$ cat src/tesp_pkg.sv
`timescale 1ns / 1ps

package tesp_pkg;

    // Defaults for the top-level parameters
    localparam int DEF_ELECTRODES = 2;
    localparam int DEF_COUNT_BITS = 16;

    // Fixed field widths
    localparam int THRESH_BITS    = 16;
    localparam int SCAN_BITS      = 16;
    localparam int POS_BITS       = 7;
    localparam int DELTA_BITS     = 16;
    localparam int CFG_INDEX_BITS = 8;
    localparam int CFG_DATA_BITS  = 16;

    // Full scale of the slider position
    localparam int FULL_SCALE = 100;

    // Threshold reset value
    localparam logic [THRESH_BITS-1:0] THRESH_RESET = THRESH_BITS'(100);

    // Configuration register indexes
    typedef enum logic [CFG_INDEX_BITS-1:0] {
        REG_THRESHOLD_FIRST  = 8'd0,
        REG_THRESHOLD_SECOND = 8'd1
    } tesp_reg_t;

    // Sequencer states
    typedef enum logic [2:0] {
        ST_IDLE,
        ST_SUB,
        ST_EVAL,
        ST_DIV_A,
        ST_DIV_B,
        ST_DONE
    } tesp_state_t;

endpackage

$ cat src/two_electrode_slider_position_top.sv
`timescale 1ns / 1ps
// A scan request runs the serial delta subtract, then the touch test; with a touch, two
// serial 7-bit quotients follow, without one the two divisions are skipped. A calibration
// request skips the subtract. A new request is accepted only once the previous result has
// been loaded into the output register, so a stalled result side holds the flow. Reset
// (aresetn low, synchronous): thresholds 100, baselines and deltas zero, scan pointer on the
// first electrode, no result.
module two_electrode_slider_position_top import tesp_pkg::*; #(
    parameter int ELECTRODES = DEF_ELECTRODES,
    parameter int COUNT_BITS = DEF_COUNT_BITS
) (
    input  logic                      aclk,
    input  logic                      aresetn,
    // Configuration write channel
    input  logic                      cfg_valid,
    output logic                      cfg_ready,
    input  logic [CFG_INDEX_BITS-1:0] cfg_index,
    input  logic [CFG_DATA_BITS-1:0]  cfg_data,
    // Input stream
    input  logic                      s_tvalid,
    output logic                      s_tready,
    input  logic [23:0]               s_tdata,   // scan_count[15:0], cal_electrode[16], pad
    input  logic                      s_tuser,   // mode
    // Result stream
    output logic                      m_tvalid,
    input  logic                      m_tready,
    output logic [31:0]               m_tdata    // position[6:0], touched[7],
                                                 // next_electrode[8], latest_delta[24:9], pad
);

    localparam int PW = $clog2(ELECTRODES);
    localparam int SW = COUNT_BITS + 1;
    localparam int NW = COUNT_BITS + POS_BITS;

    logic [THRESH_BITS-1:0] thr0_reg, thr1_reg;
    logic [COUNT_BITS-1:0]  base_reg  [ELECTRODES];
    logic [COUNT_BITS-1:0]  delta_reg [ELECTRODES];
    logic [PW-1:0]          ptr_reg;
    tesp_state_t            state_reg, state_next;
    logic [COUNT_BITS-1:0]  latest_reg;
    logic [POS_BITS-1:0]    a_reg;
    logic [POS_BITS-1:0]    pos_reg, pos_next;
    logic                   hit_reg;
    logic                   m_valid_reg;
    logic [31:0]            m_data_reg;

    logic                   s_fire, m_fire;
    logic                   sub_start, sub_done;
    logic [COUNT_BITS-1:0]  sub_result;
    logic                   div_start, div_done;
    logic [POS_BITS-1:0]    div_q;
    logic [NW-1:0]          dividend;
    logic [SW-1:0]          delta_sum;
    logic                   hit;
    logic [7:0]             pos_sum;
    logic                   out_load;
    logic [PW-1:0]          cal_idx;

    assign s_fire    = s_tvalid && s_tready;
    assign m_fire    = m_valid_reg && m_tready;
    assign s_tready  = (state_reg == ST_IDLE);
    assign cfg_ready = 1'b1;
    assign cal_idx   = PW'(s_tdata[16]);

    // Serial delta subtract
    assign sub_start = s_fire && !s_tuser;

    tesp_sub #(.W(COUNT_BITS)) u_sub (
        .aclk       (aclk),
        .aresetn    (aresetn),
        .start      (sub_start),
        .minuend    (s_tdata[COUNT_BITS-1:0]),
        .subtrahend (base_reg[ptr_reg]),
        .done       (sub_done),
        .result     (sub_result)
    );

    // Touch test and shared divider operands
    assign hit = (THRESH_BITS'(delta_reg[0]) > thr0_reg) ||
                 (THRESH_BITS'(delta_reg[1]) > thr1_reg);
    assign delta_sum = {1'b0, delta_reg[0]} + {1'b0, delta_reg[1]};
    assign dividend  = (state_reg == ST_EVAL)
                     ? NW'(delta_reg[0]) * NW'(FULL_SCALE)
                     : NW'(delta_reg[1]) * NW'(FULL_SCALE);

    tesp_div #(.DW(SW), .QW(POS_BITS)) u_div (
        .aclk     (aclk),
        .aresetn  (aresetn),
        .start    (div_start),
        .dividend (dividend),
        .divisor  (delta_sum),
        .done     (div_done),
        .quotient (div_q)
    );

    assign pos_sum = 8'(FULL_SCALE) - {1'b0, a_reg} + {1'b0, div_q};

    // Sequencer
    always_comb begin
        state_next = state_reg;
        div_start  = 1'b0;
        out_load   = 1'b0;
        pos_next   = pos_reg;
        case (state_reg)
            ST_IDLE: begin
                if (s_fire) begin
                    state_next = s_tuser ? ST_EVAL : ST_SUB;
                end
            end
            ST_SUB: begin
                if (sub_done) begin
                    state_next = ST_EVAL;
                end
            end
            ST_EVAL: begin
                if (hit) begin
                    div_start  = 1'b1;
                    state_next = ST_DIV_A;
                end else begin
                    pos_next   = '0;
                    state_next = ST_DONE;
                end
            end
            ST_DIV_A: begin
                if (div_done) begin
                    div_start  = 1'b1;
                    state_next = ST_DIV_B;
                end
            end
            ST_DIV_B: begin
                if (div_done) begin
                    pos_next   = pos_sum[7:1];
                    state_next = ST_DONE;
                end
            end
            ST_DONE: begin
                if (!m_valid_reg || m_tready) begin
                    out_load   = 1'b1;
                    state_next = ST_IDLE;
                end
            end
            default: state_next = ST_IDLE;
        endcase
    end

    always_ff @(posedge aclk) begin
        if (!aresetn) begin
            state_reg <= ST_IDLE;
        end else begin
            state_reg <= state_next;
        end
    end

    // Thresholds
    always_ff @(posedge aclk) begin
        if (!aresetn) begin
            thr0_reg <= THRESH_RESET;
            thr1_reg <= THRESH_RESET;
        end else if (cfg_valid && cfg_ready) begin
            if (cfg_index == REG_THRESHOLD_FIRST) begin
                thr0_reg <= cfg_data;
            end else if (cfg_index == REG_THRESHOLD_SECOND) begin
                thr1_reg <= cfg_data;
            end
        end
    end

    // Baselines, deltas and scan pointer
    always_ff @(posedge aclk) begin
        if (!aresetn) begin
            for (int i = 0; i < ELECTRODES; i++) begin
                base_reg[i]  <= '0;
                delta_reg[i] <= '0;
            end
            ptr_reg <= '0;
        end else begin
            if (s_fire && s_tuser) begin
                base_reg[cal_idx] <= s_tdata[COUNT_BITS-1:0];
            end
            if (state_reg == ST_SUB && sub_done) begin
                delta_reg[ptr_reg] <= sub_result;
                if (ptr_reg == PW'(ELECTRODES - 1)) begin
                    ptr_reg <= '0;
                end else begin
                    ptr_reg <= ptr_reg + 1'b1;
                end
            end
        end
    end

    // Per-request working registers
    always_ff @(posedge aclk) begin
        if (s_fire) begin
            latest_reg <= '0;
        end else if (state_reg == ST_SUB && sub_done) begin
            latest_reg <= sub_result;
        end
        if (state_reg == ST_EVAL) begin
            hit_reg <= hit;
        end
        if (state_reg == ST_DIV_A && div_done) begin
            a_reg <= div_q;
        end
        pos_reg <= pos_next;
    end

    // Output register
    always_ff @(posedge aclk) begin
        if (!aresetn) begin
            m_valid_reg <= 1'b0;
        end else if (out_load) begin
            m_valid_reg <= 1'b1;
        end else if (m_fire) begin
            m_valid_reg <= 1'b0;
        end
        if (out_load) begin
            m_data_reg <= {7'd0, DELTA_BITS'(latest_reg), ptr_reg[0], hit_reg, pos_reg};
        end
    end

    assign m_tvalid = m_valid_reg;
    assign m_tdata  = m_data_reg;

endmodule

$ cat src/tesp_sub.sv
`timescale 1ns / 1ps

// Bit-serial subtractor, LSB first, result clamped to zero on borrow.
module tesp_sub import tesp_pkg::*; #(
    parameter int W = DEF_COUNT_BITS
) (
    input  logic         aclk,
    input  logic         aresetn,
    input  logic         start,
    input  logic [W-1:0] minuend,
    input  logic [W-1:0] subtrahend,
    output logic         done,
    output logic [W-1:0] result
);

    localparam int CW = $clog2(W + 1);

    logic [W-1:0]  a_reg, a_next;
    logic [W-1:0]  b_reg, b_next;
    logic [W-1:0]  d_reg, d_next;
    logic          borrow_reg, borrow_next;
    logic [CW-1:0] cnt_reg, cnt_next;
    logic          busy_reg, busy_next;
    logic          done_reg, done_next;
    logic          diff_bit;

    // One bit of difference and borrow per cycle
    always_comb begin
        a_next      = a_reg;
        b_next      = b_reg;
        d_next      = d_reg;
        borrow_next = borrow_reg;
        cnt_next    = cnt_reg;
        busy_next   = busy_reg;
        done_next   = 1'b0;
        diff_bit    = a_reg[0] ^ b_reg[0] ^ borrow_reg;
        if (start) begin
            a_next      = minuend;
            b_next      = subtrahend;
            borrow_next = 1'b0;
            cnt_next    = CW'(W);
            busy_next   = 1'b1;
        end else if (busy_reg) begin
            a_next      = a_reg >> 1;
            b_next      = b_reg >> 1;
            d_next      = {diff_bit, d_reg[W-1:1]};
            borrow_next = (~a_reg[0] & b_reg[0]) |
                          (~(a_reg[0] ^ b_reg[0]) & borrow_reg);
            cnt_next    = cnt_reg - 1'b1;
            if (cnt_reg == CW'(1)) begin
                busy_next = 1'b0;
                done_next = 1'b1;
            end
        end
    end

    always_ff @(posedge aclk) begin
        if (!aresetn) begin
            busy_reg <= 1'b0;
            done_reg <= 1'b0;
        end else begin
            busy_reg <= busy_next;
            done_reg <= done_next;
        end
        a_reg      <= a_next;
        b_reg      <= b_next;
        d_reg      <= d_next;
        borrow_reg <= borrow_next;
        cnt_reg    <= cnt_next;
    end

    assign done   = done_reg;
    assign result = borrow_reg ? '0 : d_reg;

endmodule

$ cat src/tesp_div.sv
`timescale 1ns / 1ps

// Restoring divider, one quotient bit per cycle, MSB first.
// The quotient must fit in QW bits (dividend < divisor << QW).
module tesp_div import tesp_pkg::*; #(
    parameter int DW = DEF_COUNT_BITS + 1,
    parameter int QW = POS_BITS
) (
    input  logic                aclk,
    input  logic                aresetn,
    input  logic                start,
    input  logic [DW+QW-2:0]    dividend,
    input  logic [DW-1:0]       divisor,
    output logic                done,
    output logic [QW-1:0]       quotient
);

    localparam int NW = DW + QW - 1;
    localparam int CW = $clog2(QW + 1);

    logic [NW-1:0] rem_reg, rem_next;
    logic [NW-1:0] dsh_reg, dsh_next;
    logic [QW-1:0] q_reg, q_next;
    logic [CW-1:0] cnt_reg, cnt_next;
    logic          busy_reg, busy_next;
    logic          done_reg, done_next;
    logic          fits;

    // Compare against the shifted divisor, subtract when it fits
    always_comb begin
        rem_next  = rem_reg;
        dsh_next  = dsh_reg;
        q_next    = q_reg;
        cnt_next  = cnt_reg;
        busy_next = busy_reg;
        done_next = 1'b0;
        fits      = rem_reg >= dsh_reg;
        if (start) begin
            rem_next  = dividend;
            dsh_next  = {divisor, {(QW-1){1'b0}}};
            q_next    = '0;
            cnt_next  = CW'(QW);
            busy_next = 1'b1;
        end else if (busy_reg) begin
            if (fits) begin
                rem_next = rem_reg - dsh_reg;
            end
            q_next   = {q_reg[QW-2:0], fits};
            dsh_next = dsh_reg >> 1;
            cnt_next = cnt_reg - 1'b1;
            if (cnt_reg == CW'(1)) begin
                busy_next = 1'b0;
                done_next = 1'b1;
            end
        end
    end

    always_ff @(posedge aclk) begin
        if (!aresetn) begin
            busy_reg <= 1'b0;
            done_reg <= 1'b0;
        end else begin
            busy_reg <= busy_next;
            done_reg <= done_next;
        end
        rem_reg <= rem_next;
        dsh_reg <= dsh_next;
        q_reg   <= q_next;
        cnt_reg <= cnt_next;
    end

    assign done     = done_reg;
    assign quotient = q_reg;

endmodule

$ cat config.mk
export PLATFORM = sky130hd
export DESIGN_NAME = two_electrode_slider_position_top
export DESIGN_NICKNAME = d
export VERILOG_FILES = /design/src/tesp_pkg.sv /design/src/two_electrode_slider_position_top.sv /design/src/tesp_sub.sv /design/src/tesp_div.sv
export SDC_FILE = /design/constraint.sdc
export NUM_CORES = 1
export LEC_CHECK = 0
export ABC_AREA = 1
export BUFFER_PORTS_ARGS = -buffer_cell sky130_fd_sc_hd__buf_4
export CORE_AREA = 3 3 200 202
export DETAILED_ROUTE_END_ITERATION = 6
export DIE_AREA = 0 0 203 205
export MAX_ROUTING_LAYER = met4
export PLACE_DENSITY = 0.63
export SLEW_MARGIN = 20
export SYNTH_ARGS = -nofsm -noshare
export SYNTH_HDL_FRONTEND = slang
export SYNTH_SLANG_ARGS = --single-unit
export TNS_END_PERCENT = 5
$ cat constraint.sdc
create_clock -name aclk -period 3.4 [get_ports aclk]
set_clock_uncertainty 0.05 [all_clocks]
set_input_delay 0.34 -clock aclk [delete_from_list [all_inputs] [get_ports aclk]]
set_output_delay 0.34 -clock aclk [all_outputs]
set_load 0.03 [all_outputs]
==> results.tsv <==
metric	value	unit
cts_tree	built	
diodes	0	
end_kind	flop	
cp_num_buf_inv	4	
synth_ff_type	edfxtp_1	
cp_slowest_cell	fa_1	
fillers	3539	
ys_ff_latch	272	
synth_edf_count	192	
p_int	8090	uW
dr.first_iter.drc_count	786	
syn-cell-area	17200	sq um
hold_class	in -> reg	
dpl.hpwl	32400	microns
die_h	205	microns
port_buffers	73	
status	completed	
p_per_area	660	nW/um^2
vdd_ir_drop_max	536	uV
arrival	3.56	ns
yosysMostFrequentCell	nand2_1	
wl_per_cell	15.6	microns
startpoint_type	flop	
clock-root-buffer	clkbuf_16	
maxSlewViolCount	0	
htreeDepth	1	
cts.sinks	272	
die_w	203	microns
fin_crit	3.28	ns
ant_nets	0	
grt_use_total	20.7	%
max_cap_violations	0	
synth_top_area_share	33.5	%
ys_warn_count	0	
num_vias	13600	
drt_first_pass_iters	5	
clk_pin_slew	0.07	ns
cpPeakStageDelay	0.49	ns
synth_area_leaders	edfxtp_1, ha_1, dfxtp_1	
core.rowCount	72	
p_sw	5190	uW
p_sw_share	39.1	%
vias_per_cell	5.05	
synth_cell_type_count	47	
hold_viol	0	
fp.dieArea	41600	sq um
pwr-share-clk	22.6	%
combinationalPowerShare	41.8	%
io_pins	89	
worst_pin_slew	0.980	ns
slew_headroom	34.5	%
drt_wl_total	42000	microns
crit_chain	ha_1, ha_1, inv_1, fa_1, inv_1, ha_1, buf_4, nand2_1, nor2_1, nand2_1, nand2_1, a21oi_1, o21ai_1, buf_4, nand2_1, nand2_1, nand2_1	
gp_congestion	0.903	
yosysTopAreaCell	edfxtp_1	
fmax	304	MHz
drc	0	
setup_viol	0	
placed_area	18700	sq um
fin_nets	2424	
numCtsBuffers	29	
crit_top_cell	nand2_1	
critical_path_class	reg -> reg	
core_area	38500	sq um
avgSynthCellArea	8.61	sq um
crit_required	3.67	ns
drive_above_1_share	14.3	%
cp_top_family	adder cells	
antenna_found_initial	0	
hold_ws	0.0232	ns
clockBufferDepth	3	
grt_pass1_vias	13300	
crit_fanout	4	
area_growth	16.9	%
clk_latency	0.58	ns
grt_pass1_wl	68200	microns
power.leakage	0.00944	uW
ys_seq_area_share	42.8	%
yosys-top-cells-count	nand2_1, inv_1, nor2_1, edfxtp_1, ha_1	
netlist_instances	1999	
grt_max_degree	40	
async_flop_share	0	%
finalCritPeriodShare	96.6	%
rsz0062_at_grt	true	
overflow	0	
power_frac_seq	35.6	%
fin_area	20100	sq um
start_util	44.7	%
worst register-to-register path: stages, from the launching register on:
cell	delay, ns
edfxtp_1	0.48
ha_1	0.34
ha_1	0.28
inv_1	0.05
fa_1	0.49
inv_1	0.04
ha_1	0.33
buf_4	0.14
nand2_1	0.06
nor2_1	0.13
nand2_1	0.07
nand2_1	0.08
a21oi_1	0.07
o21ai_1	0.12
buf_4	0.14
nand2_1	0.05
nand2_1	0.05
nand2_1	0.04
cells by family after synthesis:
logic type	share of synthesized area (%)
and+or+nand+nor	18.0
buffers and inverters	8.95
AOI/OAI and AO/OA	11.3
DFF	42.8
adders and majority gates	17.0
xor gates and xnor gates	1.83
other	0.0437
muxes	0.116
routing by layer:
metal  share of wire, %  global-route usage [%]
met2                 45                    32.9
met3                3.6                    2.26
met1                 48                    28.1
met5                  0                       -
met4                3.3                    6.29
layout by cell type (no fill, tap or decap), types with 15 or more instances in the layout:
| master | synthesis | routed |
|---|---|---|
| a21oi_1 | 149 | 134 |
| a21oi_2 | 7 | 19 |
| buf_4 | 12 | 164 |
| clkbuf_16 | 0 | 29 |
| dfxtp_1 | 80 | 80 |
| edfxtp_1 | 192 | 192 |
| fa_1 | 26 | 26 |
| ha_1 | 192 | 172 |
| inv_1 | 310 | 310 |
| nand2_1 | 404 | 393 |
| nand2_2 | 6 | 17 |
| nand3_1 | 78 | 73 |
| nor2_1 | 217 | 215 |
| nor3_1 | 19 | 15 |
| o21ai_0 | 104 | 92 |
| o31ai_1 | 16 | 16 |
| xor2_1 | 23 | 23 |
final cells by class:
cell class                 instances  area [sq um]  area share, %
inverter                         318          1190           5.94
clock buffer                      38           769           3.83
timing repair buffer             170          1300           6.47
clock inverter                    15           125          0.622
tap                              518           648           3.22
sequential                       272          7370           36.6
multi-input combinational       1361          8700           43.3
power groups by stage:
stage	sequential [uW]	combinational [uW]	clock (uW)
2_1_floorplan	4710	3970	0
5_1_grt	4790	6270	3210
6_report	4730	5550	3000
3_5_place_dp	4800	5350	0
4_1_cts	4740	5410	3070
3_3_place_gp	4780	5300	0
worst paths after layout:
kind	startpoint	endpoint	slack, ns	cells past startpoint
hold reg to reg	pos_reg[1]	m_tdata[1]	0.37	0
setup / recovery	delta_reg[0][8]	u_div.rem_reg[17]	0.12	17
hold / removal	cfg_data[7]	thr1_reg[7]	0.02	3
setup reg to reg	delta_reg[0][8]	u_div.rem_reg[17]	0.12	17
repair_timing:
| item | CTS | global route |
|---|---|---|
| resized for setup | 9 | 73 |
| hold endpoints to repair | 6 | 0 |
| hold buffers | 5 | 0 |
| buffers inserted | 1 | 16 |
| pin swaps | 0 | 18 |
| setup endpoints to repair | 9 | 12 |
through the flow:
step | setup slack, ns | util [%] | total power [uW] | TNS [ns] | cells
floorplan | 0.306 | - | 8690 | 0 | 2005
global placement | -0.0551 | 48.5 | 10100 | -0.113 | 2617
detailed placement | -0.0732 | 48.5 | 10100 | -0.268 | 2617
CTS | -0.00640 | 51.0 | 13200 | -0.00640 | 2676
global route | -0.0287 | 52.3 | 14300 | -0.120 | 2692
finish | 0.115 | 52.3 | 13300 | 0 | 2692
Note: power is estimated with default switching activity, not from simulation.
